--- src/rtl/core/assert_macros.svh ---
// Assertion macros shared by the address decoder RTL.
`ifndef ASSERT_MACROS_SVH
`define ASSERT_MACROS_SVH

// Checked property that is switched off while reset is asserted.
`define BWAD_ASSERT(lbl, clk, rstn, prop, msg) \
    lbl: assert property (@(posedge clk) disable iff (!(rstn)) (prop)) else $error(msg);

// Checked property that is evaluated at every clock edge, reset included.
`define BWAD_ASSERT_NR(lbl, clk, prop, msg) \
    lbl: assert property (@(posedge clk) (prop)) else $error(msg);

`endif

--- src/rtl/core/bwad_pkg.sv ---
// Shared types and constants of the bus window address decoder.
package bwad_pkg;

    // Default number of windows in the table.
    localparam int MAX_WINDOWS_DEF = 16;

    // Field widths.
    localparam int ADDR_W = 64;
    localparam int DATA_W = 64;
    localparam int TGT_W  = 4;
    localparam int OP_W   = 2;
    localparam int STAT_W = 2;

    // Operation codes of an input item.
    localparam logic [OP_W-1:0] OPC_ADD   = 2'd0;
    localparam logic [OP_W-1:0] OPC_READ  = 2'd1;
    localparam logic [OP_W-1:0] OPC_WRITE = 2'd2;
    localparam logic [OP_W-1:0] OPC_QUERY = 2'd3;

    // Status codes of a result item.
    localparam logic [STAT_W-1:0] ST_OK       = 2'd0;
    localparam logic [STAT_W-1:0] ST_NOMAP    = 2'd1;
    localparam logic [STAT_W-1:0] ST_FULL     = 2'd2;
    localparam logic [STAT_W-1:0] ST_NOT_FREE = 2'd3;

    // Commands from the controller to the datapath.
    typedef struct packed {
        logic load;       // capture the accepted item
        logic add_write;  // append the item to the window table
        logic rd_en;      // read the table entry at the scan index
        logic cmp;        // evaluate the entry that was read
        logic idx_inc;    // advance the scan index
        logic out_load;   // move the result into the output register
    } ctrl_cmd_t;

    // Status from the datapath to the controller.
    typedef struct packed {
        logic op_add;      // the item is an add
        logic full;        // the table was full when the item arrived
        logic skip_scan;   // a query whose range is empty or wraps
        logic count_zero;  // no windows in the table
        logic match;       // the entry just read satisfies the item
        logic last;        // the entry just read is the last one in use
        logic out_free;    // the output register can take a result
    } dp_stat_t;

endpackage

--- src/rtl/core/bus_window_address_decoder.sv ---
// An add item, an empty table or an empty or wrapping query range goes from acceptance
// through the decide state to the output state; a scan adds a read and a compare per window examined.
// A new item is accepted only in the idle state, once the last result has entered the output
// register; the scan through the table's single registered read port and a low m_ready delay that.
// Reset (aresetn, synchronous, active low) empties the window table and drops m_valid.
// Top level of the bus window address decoder.
module bus_window_address_decoder #(
    parameter int MAX_WINDOWS = bwad_pkg::MAX_WINDOWS_DEF
) (
    input  logic                          aclk,
    input  logic                          aresetn,
    input  logic                          s_valid,
    output logic                          s_ready,
    input  logic [bwad_pkg::OP_W-1:0]     s_opcode,
    input  logic [bwad_pkg::ADDR_W-1:0]   s_addr,
    input  logic [bwad_pkg::ADDR_W-1:0]   s_length,
    input  logic [bwad_pkg::TGT_W-1:0]    s_target_id,
    input  logic [bwad_pkg::DATA_W-1:0]   s_write_data,
    output logic                          m_valid,
    input  logic                          m_ready,
    output logic [bwad_pkg::STAT_W-1:0]   m_status,
    output logic [bwad_pkg::TGT_W-1:0]    m_target_index,
    output logic [bwad_pkg::ADDR_W-1:0]   m_offset,
    output logic [bwad_pkg::DATA_W-1:0]   m_data_out
);

    bwad_pkg::ctrl_cmd_t cmd;
    bwad_pkg::dp_stat_t  stat;

    // Sequencer for accept, table scan and result hand-off.
    bwad_ctrl u_ctrl (
        .aclk    (aclk),
        .aresetn (aresetn),
        .s_valid (s_valid),
        .s_ready (s_ready),
        .stat    (stat),
        .cmd     (cmd)
    );

    // Window table, compare logic and output register.
    bwad_datapath #(
        .MAX_WINDOWS (MAX_WINDOWS)
    ) u_datapath (
        .aclk           (aclk),
        .aresetn        (aresetn),
        .cmd            (cmd),
        .stat           (stat),
        .s_opcode       (s_opcode),
        .s_addr         (s_addr),
        .s_length       (s_length),
        .s_target_id    (s_target_id),
        .s_write_data   (s_write_data),
        .m_valid        (m_valid),
        .m_ready        (m_ready),
        .m_status       (m_status),
        .m_target_index (m_target_index),
        .m_offset       (m_offset),
        .m_data_out     (m_data_out)
    );

endmodule

--- src/rtl/core/bwad_ctrl.sv ---
// Controller state machine of the bus window address decoder.
module bwad_ctrl (
    input  logic                 aclk,
    input  logic                 aresetn,
    input  logic                 s_valid,
    output logic                 s_ready,
    input  bwad_pkg::dp_stat_t   stat,
    output bwad_pkg::ctrl_cmd_t  cmd
);

    typedef enum logic [4:0] {
        S_IDLE   = 5'b00001,
        S_DECIDE = 5'b00010,
        S_READ   = 5'b00100,
        S_CMP    = 5'b01000,
        S_OUT    = 5'b10000
    } state_t;

    state_t state_reg;
    state_t state_next;

    // State register.
    always_ff @(posedge aclk) begin
        if (!aresetn) begin
            state_reg <= S_IDLE;
        end else begin
            state_reg <= state_next;
        end
    end

    // Next state and command decode.
    always_comb begin
        state_next = state_reg;
        cmd        = '0;
        s_ready    = 1'b0;
        unique case (state_reg)
            S_IDLE: begin
                s_ready = 1'b1;
                if (s_valid) begin
                    cmd.load   = 1'b1;
                    state_next = S_DECIDE;
                end
            end
            S_DECIDE: begin
                if (stat.op_add) begin
                    cmd.add_write = !stat.full;
                    state_next    = S_OUT;
                end else if (stat.skip_scan || stat.count_zero) begin
                    state_next = S_OUT;
                end else begin
                    state_next = S_READ;
                end
            end
            S_READ: begin
                cmd.rd_en  = 1'b1;
                state_next = S_CMP;
            end
            S_CMP: begin
                cmd.cmp = 1'b1;
                if (stat.match || stat.last) begin
                    state_next = S_OUT;
                end else begin
                    cmd.idx_inc = 1'b1;
                    state_next  = S_READ;
                end
            end
            S_OUT: begin
                if (stat.out_free) begin
                    cmd.out_load = 1'b1;
                    state_next   = S_IDLE;
                end
            end
            default: begin
                state_next = S_IDLE;
            end
        endcase
    end

endmodule

--- src/rtl/core/bwad_datapath.sv ---
// Datapath of the bus window address decoder: item registers, window table and result.
`include "assert_macros.svh"

module bwad_datapath #(
    parameter int MAX_WINDOWS = bwad_pkg::MAX_WINDOWS_DEF
) (
    input  logic                          aclk,
    input  logic                          aresetn,
    input  bwad_pkg::ctrl_cmd_t           cmd,
    output bwad_pkg::dp_stat_t            stat,
    input  logic [bwad_pkg::OP_W-1:0]     s_opcode,
    input  logic [bwad_pkg::ADDR_W-1:0]   s_addr,
    input  logic [bwad_pkg::ADDR_W-1:0]   s_length,
    input  logic [bwad_pkg::TGT_W-1:0]    s_target_id,
    input  logic [bwad_pkg::DATA_W-1:0]   s_write_data,
    output logic                          m_valid,
    input  logic                          m_ready,
    output logic [bwad_pkg::STAT_W-1:0]   m_status,
    output logic [bwad_pkg::TGT_W-1:0]    m_target_index,
    output logic [bwad_pkg::ADDR_W-1:0]   m_offset,
    output logic [bwad_pkg::DATA_W-1:0]   m_data_out
);

    localparam int IDX_W = (MAX_WINDOWS > 1) ? $clog2(MAX_WINDOWS) : 1;
    localparam int CNT_W = $clog2(MAX_WINDOWS + 1);
    localparam int AW    = bwad_pkg::ADDR_W;

    // Captured item.
    logic [bwad_pkg::OP_W-1:0]   op_reg;
    logic [AW-1:0]               addr_reg;
    logic [bwad_pkg::TGT_W-1:0]  tid_reg;
    logic [bwad_pkg::DATA_W-1:0] wdata_reg;
    logic [AW-1:0]               len_reg;
    logic [AW:0]                 end_reg;
    logic                        full_reg;
    logic                        bad_reg;
    logic [AW:0]                 item_end;

    // Window table and its read port.
    logic [AW-1:0]               base_mem [MAX_WINDOWS];
    logic [AW-1:0]               size_mem [MAX_WINDOWS];
    logic [bwad_pkg::TGT_W-1:0]  tgt_mem  [MAX_WINDOWS];
    logic [AW-1:0]               rd_base_reg;
    logic [AW-1:0]               rd_size_reg;
    logic [bwad_pkg::TGT_W-1:0]  rd_tgt_reg;

    // Control counters and hit capture.
    logic [CNT_W-1:0]            count_reg;
    logic [IDX_W-1:0]            idx_reg;
    logic                        hit_reg;
    logic [bwad_pkg::TGT_W-1:0]  hit_tgt_reg;
    logic [AW-1:0]               hit_off_reg;

    // Output register.
    logic                        m_valid_reg;
    logic [bwad_pkg::STAT_W-1:0] m_status_reg;
    logic [bwad_pkg::TGT_W-1:0]  m_tgt_reg;
    logic [AW-1:0]               m_off_reg;
    logic [bwad_pkg::DATA_W-1:0] m_dout_reg;

    // Comparison and result logic.
    logic [AW:0]                 ent_end;
    logic                        acc_match;
    logic                        qry_match;
    logic                        is_query;
    logic [bwad_pkg::STAT_W-1:0] res_status;
    logic [bwad_pkg::TGT_W-1:0]  res_tgt;
    logic [AW-1:0]               res_off;
    logic [bwad_pkg::DATA_W-1:0] res_dout;

    // End of the incoming range, formed in 65 bits so it never wraps.
    assign item_end = {1'b0, s_addr} + {1'b0, s_length};

    // Item capture.
    always_ff @(posedge aclk) begin
        if (cmd.load) begin
            op_reg    <= s_opcode;
            addr_reg  <= s_addr;
            len_reg   <= s_length;
            tid_reg   <= s_target_id;
            wdata_reg <= s_write_data;
            end_reg   <= item_end;
            full_reg  <= (count_reg >= CNT_W'(MAX_WINDOWS));
            bad_reg   <= (s_length == '0) || item_end[AW];
        end
    end

    // Table write on add, registered read during the scan.
    always_ff @(posedge aclk) begin
        if (cmd.add_write) begin
            base_mem[count_reg[IDX_W-1:0]] <= addr_reg;
            size_mem[count_reg[IDX_W-1:0]] <= len_reg;
            tgt_mem[count_reg[IDX_W-1:0]]  <= tid_reg;
        end
        if (cmd.rd_en) begin
            rd_base_reg <= base_mem[idx_reg];
            rd_size_reg <= size_mem[idx_reg];
            rd_tgt_reg  <= tgt_mem[idx_reg];
        end
    end

    // Window count and scan index.
    always_ff @(posedge aclk) begin
        if (!aresetn) begin
            count_reg <= '0;
            idx_reg   <= '0;
            hit_reg   <= 1'b0;
        end else begin
            if (cmd.add_write) begin
                count_reg <= count_reg + CNT_W'(1);
            end
            if (cmd.load) begin
                idx_reg <= '0;
                hit_reg <= 1'b0;
            end else begin
                if (cmd.idx_inc) begin
                    idx_reg <= idx_reg + IDX_W'(1);
                end
                if (cmd.cmp && stat.match) begin
                    hit_reg <= 1'b1;
                end
            end
        end
    end

    // Entry compare: containment for accesses, overlap for queries.
    assign ent_end   = {1'b0, rd_base_reg} + {1'b0, rd_size_reg};
    assign acc_match = (addr_reg >= rd_base_reg) && (end_reg <= ent_end);
    assign qry_match = ({1'b0, addr_reg} < ent_end) && ({1'b0, rd_base_reg} < end_reg);
    assign is_query  = (op_reg == bwad_pkg::OPC_QUERY);

    // Hit payload capture.
    always_ff @(posedge aclk) begin
        if (cmd.cmp && stat.match) begin
            hit_tgt_reg <= rd_tgt_reg;
            hit_off_reg <= addr_reg - rd_base_reg;
        end
    end

    // Status toward the controller.
    always_comb begin
        stat.op_add     = (op_reg == bwad_pkg::OPC_ADD);
        stat.full       = full_reg;
        stat.skip_scan  = is_query && bad_reg;
        stat.count_zero = (count_reg == '0);
        stat.match      = is_query ? qry_match : acc_match;
        stat.last       = ((CNT_W'(idx_reg) + CNT_W'(1)) == count_reg);
        stat.out_free   = !m_valid_reg || m_ready;
    end

    // Result of the item.
    always_comb begin
        res_status = bwad_pkg::ST_OK;
        res_tgt    = '0;
        res_off    = '0;
        res_dout   = '0;
        case (op_reg)
            bwad_pkg::OPC_ADD: begin
                res_status = full_reg ? bwad_pkg::ST_FULL : bwad_pkg::ST_OK;
            end
            bwad_pkg::OPC_QUERY: begin
                res_status = (bad_reg || hit_reg) ? bwad_pkg::ST_NOT_FREE : bwad_pkg::ST_OK;
            end
            default: begin
                if (hit_reg) begin
                    res_tgt = hit_tgt_reg;
                    res_off = hit_off_reg;
                    if (op_reg == bwad_pkg::OPC_WRITE) begin
                        res_dout = wdata_reg;
                    end
                end else begin
                    res_status = bwad_pkg::ST_NOMAP;
                end
            end
        endcase
    end

    // Output register: holds a result until it is taken.
    always_ff @(posedge aclk) begin
        if (!aresetn) begin
            m_valid_reg <= 1'b0;
        end else if (cmd.out_load) begin
            m_valid_reg <= 1'b1;
        end else if (m_ready) begin
            m_valid_reg <= 1'b0;
        end
    end

    always_ff @(posedge aclk) begin
        if (cmd.out_load) begin
            m_status_reg <= res_status;
            m_tgt_reg    <= res_tgt;
            m_off_reg    <= res_off;
            m_dout_reg   <= res_dout;
        end
    end

    assign m_valid        = m_valid_reg;
    assign m_status       = m_status_reg;
    assign m_target_index = m_tgt_reg;
    assign m_offset       = m_off_reg;
    assign m_data_out     = m_dout_reg;

    // The table never holds more windows than it has room for.
    `BWAD_ASSERT(a_count_max, aclk, aresetn, count_reg <= CNT_W'(MAX_WINDOWS), "window count above table size")
    // Each append grows the count by exactly one.
    `BWAD_ASSERT(a_add_inc, aclk, aresetn, cmd.add_write |=> count_reg == $past(count_reg) + CNT_W'(1), "append did not bump count")
    // A new result never overwrites one that is still waiting.
    `BWAD_ASSERT(a_out_free, aclk, aresetn, cmd.out_load |-> (!m_valid_reg || m_ready), "result overwritten while stalled")
    // Reset empties the table and the output register.
    `BWAD_ASSERT_NR(a_reset_clear, aclk, !aresetn |=> (count_reg == '0 && !m_valid_reg), "reset did not clear state")

endmodule
--- config.mk ---
export PLATFORM = sky130hd
export DESIGN_NAME = bus_window_address_decoder
export DESIGN_NICKNAME = d
export VERILOG_FILES = /design/src/rtl/core/bwad_pkg.sv /design/src/rtl/core/bus_window_address_decoder.sv /design/src/rtl/core/bwad_ctrl.sv /design/src/rtl/core/bwad_datapath.sv
export VERILOG_INCLUDE_DIRS = /design/src /design/src/rtl/core
export SDC_FILE = /design/constraint.sdc
export NUM_CORES = 2
export LEC_CHECK = 0
export BUFFER_PORTS_ARGS = -buffer_cell sky130_fd_sc_hd__buf_2
export CAP_MARGIN = 5
export CORE_ASPECT_RATIO = 1.2
export CORE_UTILIZATION = 52
export DETAILED_ROUTE_END_ITERATION = 8
export PLACE_DENSITY = 0.72
export SLEW_MARGIN = 40
export SYNTH_ARGS = -nofsm -noshare
export SYNTH_HDL_FRONTEND = slang
export SYNTH_SLANG_ARGS = --single-unit
--- constraint.sdc ---
create_clock -name aclk -period 29.4 [get_ports aclk]
set_input_delay 0 -clock aclk [delete_from_list [all_inputs] [get_ports aclk]]
set_output_delay 0 -clock aclk [all_outputs]
set_load 0.05 [all_outputs]
### Yosys cells after proc, flatten, opt, wreduce, memory -nomap -nowiden

Memory sizes are Yosys's and may differ from the RTL's. A register that Yosys moved wholly into a read port is not among the register bits.
Index checks and enable logic that the tools add are counted.

| storage, ports and cells | value |
|---|---|
| RAM bits | 2112 |
| bits in registers | 483 |
| bits of input ports | 202 |
| output and inout bits | 136 |
| word-level logic and storage cells | 90 |
| memories kept | 3 |

Memories:

| memory | depth | bits a word | read ports | clocked after Yosys merged registers in | wr ports | RTL line | text |
|---|---|---|---|---|---|---|---|
| u_datapath.base_mem | 16 | 64 | 1 | 1 | 1 | bwad_datapath.sv:40 | `logic [AW-1:0] base_mem [MAX_WINDOWS];` |
| u_datapath.size_mem | 16 | 64 | 1 | 1 | 1 | bwad_datapath.sv:41 | `logic [AW-1:0] size_mem [MAX_WINDOWS];` |
| u_datapath.tgt_mem | 16 | 4 | 1 | 1 | 1 | bwad_datapath.sv:42 | `logic [bwad_pkg::TGT_W-1:0] tgt_mem [MAX_WINDOWS];` |

| cells by class | value |
|---|---|
| eq/ne operators | 10 |
| multiplexer cells | 25 |
| $lt $le $gt $ge | 5 |
| $add $sub $neg | 6 |
| reductions and logical operators | 19 |
| bitwise operators | 3 |

Operators by type and width:

| operator | number |
|---|---|
| 64-bit by 64-bit adder with 65-bit output | 2 |
| 64-bit by 65-bit < comparator with 1-bit output | 2 |
| 65-bit less-or-equal comparator | 1 |
| 64-bit greater-or-equal comparator | 1 |
| 64-bit logical NOT | 1 |
| 64-bit subtractor | 1 |
| 5-bit two-way mux | 5 |
| 5-bit case mux with 5 select lines | 1 |
| 1-bit two-way mux | 15 |
| 2-bit two-way mux | 3 |
| 4-bit by 1-bit adder with 5-bit output, second input constant | 1 |
| 5-bit by 1-bit adder with 5-bit output, second input constant | 1 |
| 5-bit by 1-bit == test with 1-bit output, second input constant | 1 |
| 5-bit by 2-bit == test with 1-bit output, second input constant | 1 |
| 5-bit by 3-bit == test with 1-bit output, second input constant | 1 |
| 5-bit by 4-bit == test with 1-bit output, second input constant | 1 |
| 5-bit == test | 1 |
| 5-bit == test, second input constant | 1 |
| 5-bit greater-or-equal comparator, second input constant | 1 |
| 5-bit logical NOT | 1 |
| 1-bit logical OR | 5 |
| 4-bit by 1-bit adder with 4-bit output, second input constant | 1 |
| 2-bit == test, second input constant | 2 |
| 1-bit logical AND | 4 |
| 10 further kinds | 14 |

### Depth between registers and ports, before layout

| logic depth | value |
|---|---|
| word-level depth | 8 |
| depth in mapped cells | 29 |
| gate-level depth less buffers | 28 |

### Hierarchy

A second synthesis with hierarchy kept.

| second synthesis, totals | value |
|---|---|
| cells, all modules | 6065 |
| area, all modules | 114633.7 um2 |

Modules (own cells, without submodules):

| module | times used | sequential area each (um2) | area each (um2) | cells each |
|---|---|---|---|---|
| bwad_datapath | 1 | 81628.3 | 114304.6 | 6030 |
| bwad_ctrl | 1 | 100.1 | 329.1 | 35 |

### Least setup slack after synthesis

No wires, ideal clock.

| path | value |
|---|---|
| kind | register -> register |
| start | register u_ctrl.state_reg[4] |
| end | register u_ctrl.state_reg[3] |
| arrival | 14.012 ns |
| clock period less this slack | 14.142 ns |
| setup slack | 15.258 ns |
| path buffers | 0 |
| stages on the path, launching flop included | 4 |
| setup time | 0.131 ns |
| required time | 29.269 ns |
| cells stage by stage | dfxtp_1 > nor2_1 > nor4bb_1 > and2_1 |

| between the ends | value |
|---|---|
| cells in the longest elaborated chain, start to end | 3 |
| elaborated cells on any way between the ends | 9 |
| those cells by class | eq/ne (7); mux (1); reduce/logical (1) |

Ends and longest elaborated chain:

| element | RTL line | text |
|---|---|---|
| start, declared | bwad_ctrl.sv:19 | `state_t state_reg;` |
| start signal, assigned | bwad_ctrl.sv:27 | `state_reg <= state_next;` |
| 5-bit == test or 5-bit by 1-bit == test with 1-bit output (tied branches) | bwad_ctrl.sv:36 | `unique case (state_reg)` |
| 2-bit inequality test (no source line) | - |  |
| 2-bit AND reduction (no source line) | - |  |

Several ways; a longest one is shown, not always the timed one.
A chain may end at the register's enable or synchronous reset.

### Worst setup path in the final report

| path | value |
|---|---|
| start | register u_datapath.rd_base_reg[0] (read register of u_datapath.base_mem) |
| end | register u_datapath.hit_off_reg[1], enable pin |

| between the ends | value |
|---|---|
| cells in the longest elaborated chain, start to end | 5 |
| elaborated cells on any way between the ends | 9 |
| those cells by class | add/sub (1); order compare (4); mux (1); reduce/logical (3) |

Ends and longest elaborated chain:

| element | RTL line | text |
|---|---|---|
| start, declared | bwad_datapath.sv:43 | `logic [AW-1:0] rd_base_reg;` |
| 64-bit by 64-bit adder with 65-bit output | bwad_datapath.sv:127 | `assign ent_end = {1'b0, rd_base_reg} + {1'b0, rd_size_reg};` |
| 65-bit less-or-equal comparator or 64-bit by 65-bit < comparator with 1-bit output (tied branches) | bwad_datapath.sv:128, bwad_datapath.sv:129 |  |
| 1-bit logical AND (on tied branches) | bwad_datapath.sv:128, bwad_datapath.sv:129 |  |
| 1-bit two-way mux (*) | bwad_datapath.sv:146 | `stat.match = is_query ? qry_match : acc_match;` |
| 1-bit logical AND (*) | bwad_datapath.sv:134 | `if (cmd.cmp && stat.match) begin` |
| end signal, assigned | bwad_datapath.sv:136 | `hit_off_reg <= addr_reg - rd_base_reg;` |
| end, declared | bwad_datapath.sv:52 | `logic [AW-1:0] hit_off_reg;` |

Every way passes the cells marked *; elsewhere a longest branch is shown, timed or not.

==> impl_metrics.ini <==
[min_path]
hold_class = in -> reg

[critical_path]
cp.buffers_inverters = 2
crit_type = reg -> reg
cp_max_fo = 69
worstSetupEndpointType = flop
arrival_ns = 8.38
crit_slowest_cell = nor3_1
crit_path_frequent_cell = a21oi_1
worstSetupStartpointType = flop
cp_top_family = compound AO/OA/AOI/OAI gates
critical_path_required_ns = 29.86
critical_path.max_stage_delay_ns = 0.76

[yosys]
syn_inst = 5999
syn_area_um2 = 114200
synth_top_area_share_pct = 71.30
avgSynthCellArea_um2 = 19.03
synth_common_cells = 2,711 x edfxtp_1, 648 x mux4_2, 387 x ha_1
async_reset_ff_share_pct = 0
synth.area.top_cells = edfxtp_1 71%, mux4_2 13%, ha_1 4.2%
ys_warn_count = 0
synthDistinctLibCells = 85
synth_top_area_cell = edfxtp_1
syn_nets = 6591
ys_ff_latch = 2727
synth_edf_count = 2711
yosysMostFrequentCell = edfxtp_1
synth_flop_cell = edfxtp_1
synth.yosys.seq_area_share_pct = 71.58

[floorplan]
pin_count = 338
rows = 188
die_y_um = 515.3
dieArea_um2 = 221500
die_x_um = 429.8
coreArea_um2 = 218500
initial_core_util_pct = 52.25

[run]
cap_violations = 0

[timing]
worst_slew_pin_slew_ns = 0.9598
setup_tns_ns = 0
period_needed_ns = 7.922
setup_viol = 0
final-hold-violation-count = 0
slew_headroom_pct = 35.63
post-route-period-util_pct = 26.95
max_freq_mhz = 126.2
skew_ns = 0.05658
rsz0062_at_grt = false
slew_viol_final = 0

[global_route]
grt_usage_pct = 27.63
grt_pass1_vias = 62900
grt_max_degree = 135
grt-ovfl-total = 0
grt_pass1_wl_um = 438800
antenna_found_initial = 37

[clocking]
cts_max_level = 5
cts_buffers = 277
cts_buffer_depth = 4
cts_tree = built
clk_latency_ns = 0.87
postCtsSetupRepairBufs = 0
cts_root_buffer = clkbuf_16
cts_sinks = 2727
cts.clk_slew.worst_paths_ns = 0.06
ctsResizeCount = 0

[layout]
fin_cells = 9960
nets = 7474
drive_gt1_share_pct = 21.85
area_delta_synth_final_pct = 16.35

[route]
drc = 0
via_per_inst = 6.304
wl_per_cell_um = 30.94
finalWirelength_um = 308100
dr.first_iter.drc_count = 7656
dr.pass1.iters = 7
vias = 62780
antenna_left = 0

[placement]
dpl.cell_count = 9074
gp_congestion = 0.9746
dp_hpwl_um = 184300
io_buffers = 337

[power_and_ir_drop]
irDropWorstVdd_mv = 0.04925
leakage_nw = 44.24
powerDensity_nw_per_um2 = 62.00

[run_status]
status = finished, final reports clean
## layer usage
metal / vias up / routed length (µm) / share of wire (%) / track usage [%]
met2: 3345 / 146100 / 47 / 44.09
li1: 26340 / - / - / -
met5: - / 112 / 0.036 / 0
met1: 32500 / 123000 / 40 / 38.54
met3: 587 / 26510 / 8.6 / 4.510
met4: 14 / 12470 / 4.0 / 10.46
## report_power, final
part,internal [mW],leakage (nW),switching [mW]
logic,0.138,15.4,0.192
clock network,2.01,4.35,1.48
registers,4.34,24.5,0.0816
total,6.49,44.2,1.75
## cells in the final DEF, fill, tap and decap left out, types with 30 or more instances in the layout
master	synthesis	layout
edfxtp_1	2711	2711
mux4_2	648	648
ha_1	387	387
dlygate4sd3_1	0	371
buf_2	9	337
clkbuf_16	0	289
a21oi_1	241	241
inv_1	189	188
a21o_1	165	165
nand2_1	151	151
and2_1	149	149
nor2_1	158	145
o21ai_0	125	124
xnor2_1	110	110
nand3_1	70	70
xor2_1	69	69
nand4_1	58	58
clkinv_1	0	53
buf_4	0	51
nor2b_1	50	49
clkinv_2	0	48
clkbuf_1	142	45
nor3_1	47	43
nand2b_1	33	33
a211oi_1	33	33
o21a_1	31	31
and3_1	30	30
## path summary, 6_finish.rpt
path                               end  cells past startpoint  slack, ns                      start
max          u_datapath.hit_off_reg[1]                     26      21.48  u_datapath.rd_base_reg[0]
min            u_datapath.addr_reg[30]                      2       0.05                 s_addr[30]
max reg2reg  u_datapath.hit_off_reg[1]                     26      21.48  u_datapath.rd_base_reg[0]
min reg2reg  u_datapath.hit_tgt_reg[3]                      0       0.42   u_datapath.rd_tgt_reg[3]
## logic make-up (layout without fill, tap and decap cells)
| logic type | after synthesis | after routing | share of synthesized area [%] |
|---|---|---|---|
| muxes | 662 | 662 | 12.91 |
| DFF | 2727 | 2727 | 71.58 |
| buffers and inverters | 401 | 1496 | 1.328 |
| xor gates and xnor gates | 179 | 179 | 1.373 |
| other | 0 | 16 | 0 |
| and+or+nand+nor | 836 | 836 | 3.859 |
| adders and majority gates | 390 | 390 | 4.294 |
| AOI/OAI and AO/OA | 804 | 804 | 4.659 |
## per-stage QoR
stage / setup slack (ns) / cell area [µm²] / utilization, % / hold slack [ns] / total power [mW]
after floorplan: 15.26 / 114200 / - / 0.09887 / 4.649
after global placement: 21.20 / 119600 / 54.75 / 0.1786 / 4.772
after detailed placement: 21.65 / 120000 / 54.91 / 0.1783 / 4.784
after CTS: 21.59 / 132600 / 60.67 / 0.0002788 / 8.272
after global routing: 21.15 / 132800 / 60.78 / 0.01879 / 8.449
final: 21.48 / 132800 / 60.79 / 0.04571 / 8.235
## area by class of cell
type                    instances  area [µm²]
inverters                     189       716.9
multi-input cells            2871       31100
clock inverters               154        1443
diodes                         16       40.04
repair buffers                816        6779
flip-flops and latches       2727       81740
well taps                    2850        3566
clock buffers                 337        7442
fillers                     15130       85690
## what timing repair did
item / CTS / global route
hold buffers: 371 / 0
endpoints found under the hold margin: 335 / 0
endpoints found under the setup margin: 0 / 0
Power figures use the tool's default switching activity.
